**src/rtl/core/mips_pkg.sv**
```systemverilog
// ============================================================================
// MIPS executor package
// Opcodes, function codes, sizes and the control/status types shared by the
// controller and the datapath.
// ============================================================================
package mips_pkg;

    // reset value of the PC, the start address
    localparam logic [31:0] START_PC_RST = 32'h0040_0000;

    // primary opcodes
    localparam logic [5:0] OP_RTYPE   = 6'd0;
    localparam logic [5:0] OP_BCOND   = 6'd1;
    localparam logic [5:0] OP_J       = 6'd2;
    localparam logic [5:0] OP_JAL     = 6'd3;
    localparam logic [5:0] OP_BEQ     = 6'd4;
    localparam logic [5:0] OP_BNE     = 6'd5;
    localparam logic [5:0] OP_BLEZ    = 6'd6;
    localparam logic [5:0] OP_BGTZ    = 6'd7;
    localparam logic [5:0] OP_ADDI    = 6'd8;
    localparam logic [5:0] OP_ADDI_U  = 6'd9;
    localparam logic [5:0] OP_SLTI    = 6'd10;
    localparam logic [5:0] OP_SLTI_U  = 6'd11;
    localparam logic [5:0] OP_ANDI    = 6'd12;
    localparam logic [5:0] OP_ORI     = 6'd13;
    localparam logic [5:0] OP_XORI    = 6'd14;
    localparam logic [5:0] OP_LUI     = 6'd15;
    localparam logic [5:0] OP_LB      = 6'd32;
    localparam logic [5:0] OP_LH      = 6'd33;
    localparam logic [5:0] OP_LW      = 6'd35;
    localparam logic [5:0] OP_LBU     = 6'd36;
    localparam logic [5:0] OP_LHU     = 6'd37;
    localparam logic [5:0] OP_SB      = 6'd40;
    localparam logic [5:0] OP_SH      = 6'd41;
    localparam logic [5:0] OP_SW      = 6'd43;

    // regimm codes
    localparam logic [4:0] RI_BLTZ   = 5'd0;
    localparam logic [4:0] RI_BGEZ   = 5'd1;
    localparam logic [4:0] RI_BLTZAL = 5'd16;
    localparam logic [4:0] RI_BGEZAL = 5'd17;

    // special function codes
    localparam logic [5:0] FN_SLL     = 6'd0;
    localparam logic [5:0] FN_SRL     = 6'd2;
    localparam logic [5:0] FN_SRA     = 6'd3;
    localparam logic [5:0] FN_SLLV    = 6'd4;
    localparam logic [5:0] FN_SRLV    = 6'd6;
    localparam logic [5:0] FN_SRAV    = 6'd7;
    localparam logic [5:0] FN_JR      = 6'd8;
    localparam logic [5:0] FN_JALR    = 6'd9;
    localparam logic [5:0] FN_SYSCALL = 6'd12;
    localparam logic [5:0] FN_MFHI    = 6'd16;
    localparam logic [5:0] FN_MTHI    = 6'd17;
    localparam logic [5:0] FN_MFLO    = 6'd18;
    localparam logic [5:0] FN_MTLO    = 6'd19;
    localparam logic [5:0] FN_MULT    = 6'd24;
    localparam logic [5:0] FN_MULTU   = 6'd25;
    localparam logic [5:0] FN_DIV     = 6'd26;
    localparam logic [5:0] FN_DIVU    = 6'd27;
    localparam logic [5:0] FN_ADD     = 6'd32;
    localparam logic [5:0] FN_ADDU    = 6'd33;
    localparam logic [5:0] FN_SUB     = 6'd34;
    localparam logic [5:0] FN_SUBU    = 6'd35;
    localparam logic [5:0] FN_AND     = 6'd36;
    localparam logic [5:0] FN_OR      = 6'd37;
    localparam logic [5:0] FN_XOR     = 6'd38;
    localparam logic [5:0] FN_NOR     = 6'd39;
    localparam logic [5:0] FN_SLT     = 6'd42;
    localparam logic [5:0] FN_SLTU    = 6'd43;

    // access sizes
    localparam logic [1:0] SZ_BYTE = 2'd0;
    localparam logic [1:0] SZ_HALF = 2'd1;
    localparam logic [1:0] SZ_WORD = 2'd2;

    // pending load kinds
    localparam logic [2:0] LK_LB  = 3'd0;
    localparam logic [2:0] LK_LH  = 3'd1;
    localparam logic [2:0] LK_LW  = 3'd2;
    localparam logic [2:0] LK_LBU = 3'd3;
    localparam logic [2:0] LK_LHU = 3'd4;

    // special registers
    localparam logic [4:0] REG_ZERO = 5'd0;
    localparam logic [4:0] REG_V0   = 5'd2;
    localparam logic [4:0] REG_RA   = 5'd31;
    localparam logic [31:0] EXIT_CODE = 32'h0000_000A;

    localparam logic [4:0] DIV_LAST = 5'd31;

    typedef enum logic [2:0] {
        ST_IDLE,
        ST_READ,
        ST_EXEC,
        ST_MUL,
        ST_DIV,
        ST_DIVFIN,
        ST_DONE
    } t_state;

    // controller -> datapath
    typedef struct packed {
        logic latch;
        logic rd;
        logic exec;
        logic mul_fin;
        logic div_step;
        logic div_fin;
        logic push;
    } t_cmd;

    // datapath -> controller
    typedef struct packed {
        logic go_mul;
        logic go_div;
        logic div_last;
        logic out_free;
    } t_stat;

endpackage

```
**src/rtl/core/mips_ctrl.sv**
```systemverilog
// ============================================================================
// MIPS executor controller
// Sequences read, execute, multiply/divide and result hand-off.
// ============================================================================
module mips_ctrl (
    input  logic            i_clk,
    input  logic            i_rst_n,
    input  logic            i_in_valid,
    output logic            o_in_ready,
    input  mips_pkg::t_stat i_stat,
    output mips_pkg::t_cmd  o_cmd
);
    import mips_pkg::*;

    t_state r_state;
    t_state n_state;

    // state register
    always_ff @(posedge i_clk) begin
        if (!i_rst_n) begin
            r_state <= ST_IDLE;
        end else begin
            r_state <= n_state;
        end
    end

    // next state and commands
    always_comb begin
        n_state    = r_state;
        o_cmd      = '0;
        o_in_ready = 1'b0;
        unique case (r_state)
            ST_IDLE: begin
                o_in_ready = 1'b1;
                if (i_in_valid) begin
                    o_cmd.latch = 1'b1;
                    n_state     = ST_READ;
                end
            end
            ST_READ: begin
                o_cmd.rd = 1'b1;
                n_state  = ST_EXEC;
            end
            ST_EXEC: begin
                o_cmd.exec = 1'b1;
                if (i_stat.go_mul) begin
                    n_state = ST_MUL;
                end else if (i_stat.go_div) begin
                    n_state = ST_DIV;
                end else begin
                    n_state = ST_DONE;
                end
            end
            ST_MUL: begin
                o_cmd.mul_fin = 1'b1;
                n_state       = ST_DONE;
            end
            ST_DIV: begin
                o_cmd.div_step = 1'b1;
                if (i_stat.div_last) begin
                    n_state = ST_DIVFIN;
                end
            end
            ST_DIVFIN: begin
                o_cmd.div_fin = 1'b1;
                n_state       = ST_DONE;
            end
            ST_DONE: begin
                if (i_stat.out_free) begin
                    o_cmd.push = 1'b1;
                    n_state    = ST_IDLE;
                end
            end
            default: begin
                n_state = ST_IDLE;
            end
        endcase
    end

endmodule

```
**config.mk**
```make
export PLATFORM = sky130hd
export DESIGN_NAME = mips_ctrl
export DESIGN_NICKNAME = d
export VERILOG_FILES = /design/src/rtl/core/mips_pkg.sv /design/src/rtl/core/mips_ctrl.sv
export SDC_FILE = /design/constraint.sdc
export NUM_CORES = 1
export LEC_CHECK = 0
export BUFFER_PORTS_ARGS = -buffer_cell sky130_fd_sc_hd__buf_4
export CAP_MARGIN = 20
export CORE_AREA = 4 4 41 43
export DETAILED_ROUTE_END_ITERATION = 7
export DIE_AREA = 0 0 45 47
export GPL_ROUTABILITY_DRIVEN = 0
export PLACE_DENSITY = 0.38
export SLEW_MARGIN = 20
export SYNTH_ARGS = -nofsm -noshare
export SYNTH_HDL_FRONTEND = slang
export SYNTH_SLANG_ARGS = --single-unit
```
**constraint.sdc**
```tcl
create_clock -name i_clk -period 1.9 [get_ports i_clk]
set_input_delay 0.095 -clock i_clk [delete_from_list [all_inputs] [get_ports i_clk]]
set_output_delay 0.095 -clock i_clk [all_outputs]
set_load 0.02 [all_outputs]
```
==> run summary, run 1 <==
POWER
-----------------------------------------------------------------------------------------------
Max VDD drop                                                                           288.2 µV
Leakage power total                                                                   0.1700 nW
Power per standard cell area                                                       937.2 nW/µm²

SETUP PATH
-----------------------------------------------------------------------------------------------
CP max stage cell                                                                       dfxtp_1
Required time at the endpoint of the critical path                                      1800 ps
Top Family by Delay on Critical Path                                                 flip-flops
Type of the worst setup path                                                         reg -> out
Critical path endpoint category                                                      output pin
Critical Path Start Type                                                                   flop
Max Fanout on Critical Path                                                                  14
Buffer and inverter count on the worst path                                                   1
Reg-to-Reg End                                                                       r_state[1]
Max stage delay on crit path                                                             550 ps
Arrival time of the worst setup path                                                    1250 ps
Startpoint of the most critical register-to-register path                            r_state[2]
CP cell instances                                                                  nor3b_2 -> buf_4
Cells on worst reg2reg path                                                                   3
Worst R2R Setup Slack                                                                    690 ps

FINAL LAYOUT
-----------------------------------------------------------------------------------------------
Area added between synthesis and finish                                                  49.00%
Fraction of final layout cells with drive strength greater than 1                        40.43%
Final std cells w/o fill                                                                     62
Diodes inserted                                                                               0
Top Registers                                                                       r_state (3)
Number of flip-flops under the largest register name                                          3
Largest Register                                                                        r_state
Post-layout nets                                                                             55

LOGIC SYNTHESIS
-----------------------------------------------------------------------------------------------
Post-synthesis cell type count                                                               20
Gate count of the mapped netlist                                                             32
Flip-flop cell with the highest count after synthesis                                   dfxtp_1
Cell type with the highest aggregate area in the netlist                                dfxtp_1
Post-synthesis cell area                                                              250.2 µm²
Ys async rst share                                                                           0%
Count of flip-flops with a built-in enable after synthesis                                    0
Flop and latch count out of synthesis                                                         3
Number of synthesis warnings                                                                  0
Ranking of synthesized cells by area                                               dfxtp_1 (24%), buf_6 (9.0%), a211oi_1 (6.0%), a311oi_2 (6.0%), nand2b_1 (5.0%)
Area share of the largest cell type after synthesis                                      24.00%
Sequential element share of the synthesized area                                         24.00%
Avg Synthesized Cell Area                                                             7.820 µm²
Syn_nets                                                                                     39

DETAILED ROUTING
-----------------------------------------------------------------------------------------------
Via count of the routed design                                                              283
Post-detailed-route via-to-cell ratio                                                     4.565
Number of routed nets with antenna violations                                                 0
Routed Wire Length                                                                       676 µm
Drc violations                                                                                0
DRT iter0 DRCs                                                                                1
Average wire length per cell after detail routing                                      10.90 µm
Pre-Repair DR Iteration Count                                                                 2

CLOCK TREE
-----------------------------------------------------------------------------------------------
Root buffer selected by CTS                                                            clkbuf_4
Clock latency of the later-clocked register in the worst-skew pair                       230 ps
Number of clock sinks seen by CTS                                                             3
H-Tree Depth                                                                                  1
Gates resized, CTS repair                                                                     0
Post-CTS Hold Fix Bufs                                                                        0
Total clock buffers created by CTS                                                            3
Maximum root-to-sink buffer count                                                             2
Total setup buffers inserted after CTS                                                        0
Clock input transition at the sequential cells of the worst setup and hold paths          40 ps
CTS tree                                                                                  built

DIE
-----------------------------------------------------------------------------------------------
Die Ht                                                                                    47 µm
Starting Density                                                                         19.23%
Top-level port count                                                                         15
X dimension of the die                                                                    45 µm
Cell row count                                                                               13
Placeable core area                                                                    1301 µm²
Die outline area                                                                       2115 µm²

MIN PATH
-----------------------------------------------------------------------------------------------
Hold path startpoint                                                                  i_stat[2]
Hold-critical path depth                                                                      2
Class of the most critical hold timing path                                           in -> reg
Capture endpoint of the worst hold path                                              r_state[1]

TIMING
-----------------------------------------------------------------------------------------------
Clock period minus worst slack                                                          1343 ps
Relative slew slack                                                                      73.77%
Final period util                                                                        70.68%
FMAX                                                                                 0.7446 GHz
Worst-margin pin slew                                                                  392.9 ps
Finish-stage setup viols                                                                      0
Clk_skew                                                                               2.832 ps
Final hold viol count                                                                         0
Final sum of negative setup slack                                                          0 ps
Slew Viols, Final                                                                             0
RSZ-0062 raised after global routing                                                      false

GRT
-----------------------------------------------------------------------------------------------
Largest net degree at the start of global routing                                            15
Global-route usage over all layers                                                       8.983%
Initial antenna violation count                                                               0
Number of global-route vias before repair                                                   310
Remaining Overflow, GRT                                                                       0
Wire length of the first global-routing pass                                           1.324 mm

OUTCOME
-----------------------------------------------------------------------------------------------
Status                                                                                completed

PLACE
-----------------------------------------------------------------------------------------------
IO Port Bufs                                                                                 14
Placed cell count                                                                            58

RUN
-----------------------------------------------------------------------------------------------
Maximum capacitance violations                                                                0

==> stage by stage <==
stage	cell area, µm²	util (%)	hold WS [ps]	setup WS [ps]	total power (W)
finish	372.9	28.65	66.60	557.1	0.0003494
global route	372.9	28.65	60.52	425.1	0.0003819
CTS	372.9	28.65	59.08	540.4	0.0003586
detailed placement	346.6	26.63	311.8	683.4	0.0002407
global placement	346.6	26.63	310.9	701.4	0.0002382
floorplan	250.2	-	211.1	496.6	0.0001957
==> where the power goes <==
| group | internal, W | switching [W] |
|---|---|---|
| logic | 0.0000660 | 0.0000669 |
| clock network | 0.0000787 | 0.0000335 |
| registers | 0.0000738 | 0.0000304 |
==> worst reg2reg max path, cell delays in order (launching register included) <==
cell and delay (ps):
dfxtp_1 530, a211oi_1 130, a311o_1 300, a311oi_2 170
==> Yosys cell counts (2+ instances only) <==
library cell / n
a211oi_1: 2
dfxtp_1: 3
a21oi_1: 2
nor2_1: 3
inv_1: 3
buf_6: 2
nand2b_1: 2
nand2_1: 3
==> cell type report <==
type | count | area (µm²)
Fill cell | 169 | 928.4
Inverter | 3 | 11.26
Timing Repair Buffer | 14 | 105.1
Clock buffer | 4 | 26.28
Sequential cell | 3 | 60.06
Tap cell | 15 | 18.77
Multi-Input combinational cell | 23 | 151.4
==> how the worst max path moves through the flow <==
stage                       to  depth (start not counted)       start  slack, ps
floorplan             o_cmd[6]                          3  r_state[1]        500
global placement    r_state[1]                          3  r_state[2]        700
detailed placement  r_state[1]                          3  r_state[2]        680
CTS                   o_cmd[6]                          3  r_state[1]        540
global route          o_cmd[4]                          2  r_state[1]        430
finish                o_cmd[4]                          2  r_state[1]        560
==> layer usage <==
metal	wire [µm]	vias to the layer above	GRT usage, %
met5	0	-	0
met4	13	0	8.772
met3	49	2	3.831
met2	300	13	12.15
met1	312	124	10.38
li1	-	144	-
==> layout by cell type, fill, tap and decap left out, drive strengths merged <==
master / instances
o21ai: 1
a211oi: 2
nor3b: 2
nor2: 3
a311oi: 1
nor3: 1
and3: 1
inv: 3
a21oi: 2
nor2b: 1
nand2b: 2
buf: 14
a2111oi: 1
nand2: 3
clkbuf: 4
and2: 1
o211ai: 1
dfxtp: 3
a311o: 1
==> cell families after synthesis <==
| family | count (synthesis) | share of synthesized area (%) |
|---|---|---|
| simple gates | 14 | 31.50 |
| flops | 3 | 24.00 |
| compound gates | 9 | 29.00 |
| buf+inv | 6 | 15.50 |
No activity file was read; power rests on OpenSTA's default activity.
==> run 2: changes to the inputs <==
Settings changed: PLACE_DENSITY 0.38 to 0.4.
Clock period 1.9 ns to 1.2 ns, I/O delays scaled along.
==> run 2 against run 1 <==
Compared with the run above:
- core utilization up 6.8 points
- hold slack worse by 42 ps
- combinational power up 130%
- clock-buffer cell count unchanged
- clock skew down 2.7 ps
- sequential cell count unchanged
- clock power up 60%
- sequential share of layout area down 0.66 points
==> run summary, run 2 (same netlist as run 1, synthesis figures left out) <==
OUTCOME
-----------------------------------------------------------------------------------------------
Status                                                                                completed

SETUP PATH
-----------------------------------------------------------------------------------------------
Buffer and inverter count on the worst path                                                   2   +1
Required time at the endpoint of the critical path                                      1140 ps   -660 ps
Arrival time of the worst setup path                                                    1110 ps   -140 ps
Critical path endpoint category                                                      output pin
Max stage delay on crit path                                                             360 ps   -190 ps
CP cell instances                                                                  buf_4 -> nor3b_4 -> buf_6
Max Fanout on Critical Path                                                                   8   -6
Top Family by Delay on Critical Path                                                 flip-flops
CP max stage cell                                                                       dfxtp_4
Critical Path Start Type                                                                   flop
Type of the worst setup path                                                         reg -> out

FINAL LAYOUT
-----------------------------------------------------------------------------------------------
Number of fillers in the final layout                                                       152   -10%
Number of flip-flops under the largest register name                                          3   unchanged
Diodes inserted                                                                               0   unchanged
Post-Layout Inst Area                                                                 461.7 µm²   +24%
Multi-input combinational cell area                                                   172.7 µm²   +14%
Post-layout nets                                                                             61   +11%
Area added between synthesis and finish                                                  84.50%
Top Registers                                                                       r_state (3)
Leading cell type in the layout, fill and taps excluded                                   buf_4
Sequential cell area                                                                  71.32 µm²   +19%
Largest Register                                                                        r_state
Fraction of final layout cells with drive strength greater than 1                        58.49%   +18 points

DIE
-----------------------------------------------------------------------------------------------
Die outline area                                                                       2115 µm²   unchanged
Die Ht                                                                                    47 µm   unchanged
Cell row count                                                                               13   unchanged
Placeable core area                                                                    1301 µm²   unchanged
Top-level port count                                                                         15   unchanged
X dimension of the die                                                                    45 µm   unchanged
Starting Density                                                                         19.23%   unchanged

DETAILED ROUTING
-----------------------------------------------------------------------------------------------
Via count of the routed design                                                              306   +8.1%
Routed Wire Length                                                                       776 µm   +15%
Drc violations                                                                                0   unchanged
Pre-Repair DR Iteration Count                                                                 3   +1
DRT iter0 DRCs                                                                                4   +3
Number of routed nets with antenna violations                                                 0   unchanged
Post-detailed-route via-to-cell ratio                                                     4.500   -1.4%
Average wire length per cell after detail routing                                      11.41 µm   +4.7%

GRT
-----------------------------------------------------------------------------------------------
Number of global-route vias before repair                                                   280   -9.7%
Wire length of the first global-routing pass                                           1.131 mm   -15%
Largest net degree at the start of global routing                                            11   -4
Initial antenna violation count                                                               0   unchanged
Remaining Overflow, GRT                                                                       0   unchanged
Global-route usage over all layers                                                       7.808%   -1.2 points

CLOCK TREE
-----------------------------------------------------------------------------------------------
Total clock buffers created by CTS                                                            3   unchanged
Post-CTS Hold Fix Bufs                                                                        0   unchanged
Clock input transition at the sequential cells of the worst setup and hold paths          40 ps   about the same
Number of clock sinks seen by CTS                                                             3   unchanged
Root buffer selected by CTS                                                            clkbuf_4
H-Tree Depth                                                                                  1   unchanged
Clock latency of the later-clocked register in the worst-skew pair                       230 ps   about the same
Maximum root-to-sink buffer count                                                             2   unchanged
CTS tree                                                                                  built

RUN
-----------------------------------------------------------------------------------------------
Maximum capacitance violations                                                                0   unchanged

TIMING
-----------------------------------------------------------------------------------------------
RSZ-0062 raised after global routing                                                       true
Relative slew slack                                                                      81.47%   +7.7 points
Worst-margin pin slew                                                                  277.3 ps   -115.6 ps
Post-route worst setup slack                                                           27.87 ps   -529.2 ps
Slew Viols, Final                                                                             0   unchanged
FMAX                                                                                 0.8531 GHz
Clock period minus worst slack                                                          1172 ps
Final hold viol count                                                                         0   unchanged
Finish-stage setup viols                                                                      0   unchanged
Clk_skew                                                                              0.1131 ps   -2.719 ps
Final period util                                                                        97.68%

PLACE
-----------------------------------------------------------------------------------------------
Cell area after placement                                                             374.1 µm²   +7.9%
IO Port Bufs                                                                                 14   unchanged
Worst slack at placement                                                               72.45 ps   -610.9 ps
HPWL reported at the end of detailed placement                                         564.8 µm

MIN PATH
-----------------------------------------------------------------------------------------------
Class of the most critical hold timing path                                           in -> reg

POWER
-----------------------------------------------------------------------------------------------
Leakage power total                                                                   0.2095 nW   +23%
Max VDD drop                                                                           904.4 µV   +210%
Power per standard cell area                                                        1397 nW/µm²   +49%

-- run 2: changes by cell type in the layout (fill, tap and decap cells not counted), sizes merged --
cell | before | now
buf | 14 | 20
-- run 2: metal layers --
layer / wire length, µm / global-route usage [%] / vias to the layer above / part of all wire, %
li1: - / - / 156 / -
met4: 0 / 0 / 0 / 0
met3: 81 / 7.280 / 0 / 10
met2: 378 / 12.15 / 13 / 49
met1: 315 / 8.371 / 137 / 41
met5: 0 / 0 / - / 0
-- run 2: final cells by class --
type | count | share of cell area, %
Sequential cell | 3 | 15.45
Timing Repair Buffer | 20 | 34.96
Tap cell | 15 | 4.065
Multi-Input combinational cell | 23 | 37.40
Clock buffer | 4 | 5.691
Inverter | 3 | 2.439
-- run 2: final timing paths --
kind,start,slack [ps],depth (start not counted),to
max reg2reg,r_state[2],40,4,r_state[1]
max,r_state[0],30,3,o_cmd[4]
min,i_stat[2],20,2,r_state[1]
min reg2reg,r_state[0],490,1,r_state[0]
-- run 2: repair_timing --
item                                   in CTS  in global routing
cloned                                      0                  0
gates resized for setup                     6                  6
setup endpoints to repair                   4                  4
endpoints found under the hold margin       0                  0
pin swaps                                   1                  2
buffers inserted                            1                  2
-- run 2: per-stage QoR --
| stage | TNS, ps | util [%] | hold WS (ps) | std cells | total power (W) |
|---|---|---|---|---|---|
| 6_report | 0 | 35.48 | 24.34 | 68 | 0.0006452 |
| 5_1_grt | -31.18 | 35.48 | 13.58 | 68 | 0.0006940 |
| 4_1_cts | 0 | 32.60 | 22.35 | 66 | 0.0006226 |
| 3_5_place_dp | 0 | 28.75 | 277.6 | 61 | 0.0004087 |
| 3_3_place_gp | 0 | 28.75 | 268.7 | 61 | 0.0004060 |
| 2_1_floorplan | 0 | - | 176.1 | 32 | 0.0003155 |
-- run 2: power breakdown --
group / leakage, nW / switching, W / internal [W]
Clock: 0.0150 / 0.0000541 / 0.000125
Sequential: 0.0267 / 0.0000359 / 0.000123
Combinational: 0.168 / 0.000144 / 0.000163
Total: 0.209 / 0.000234 / 0.000411
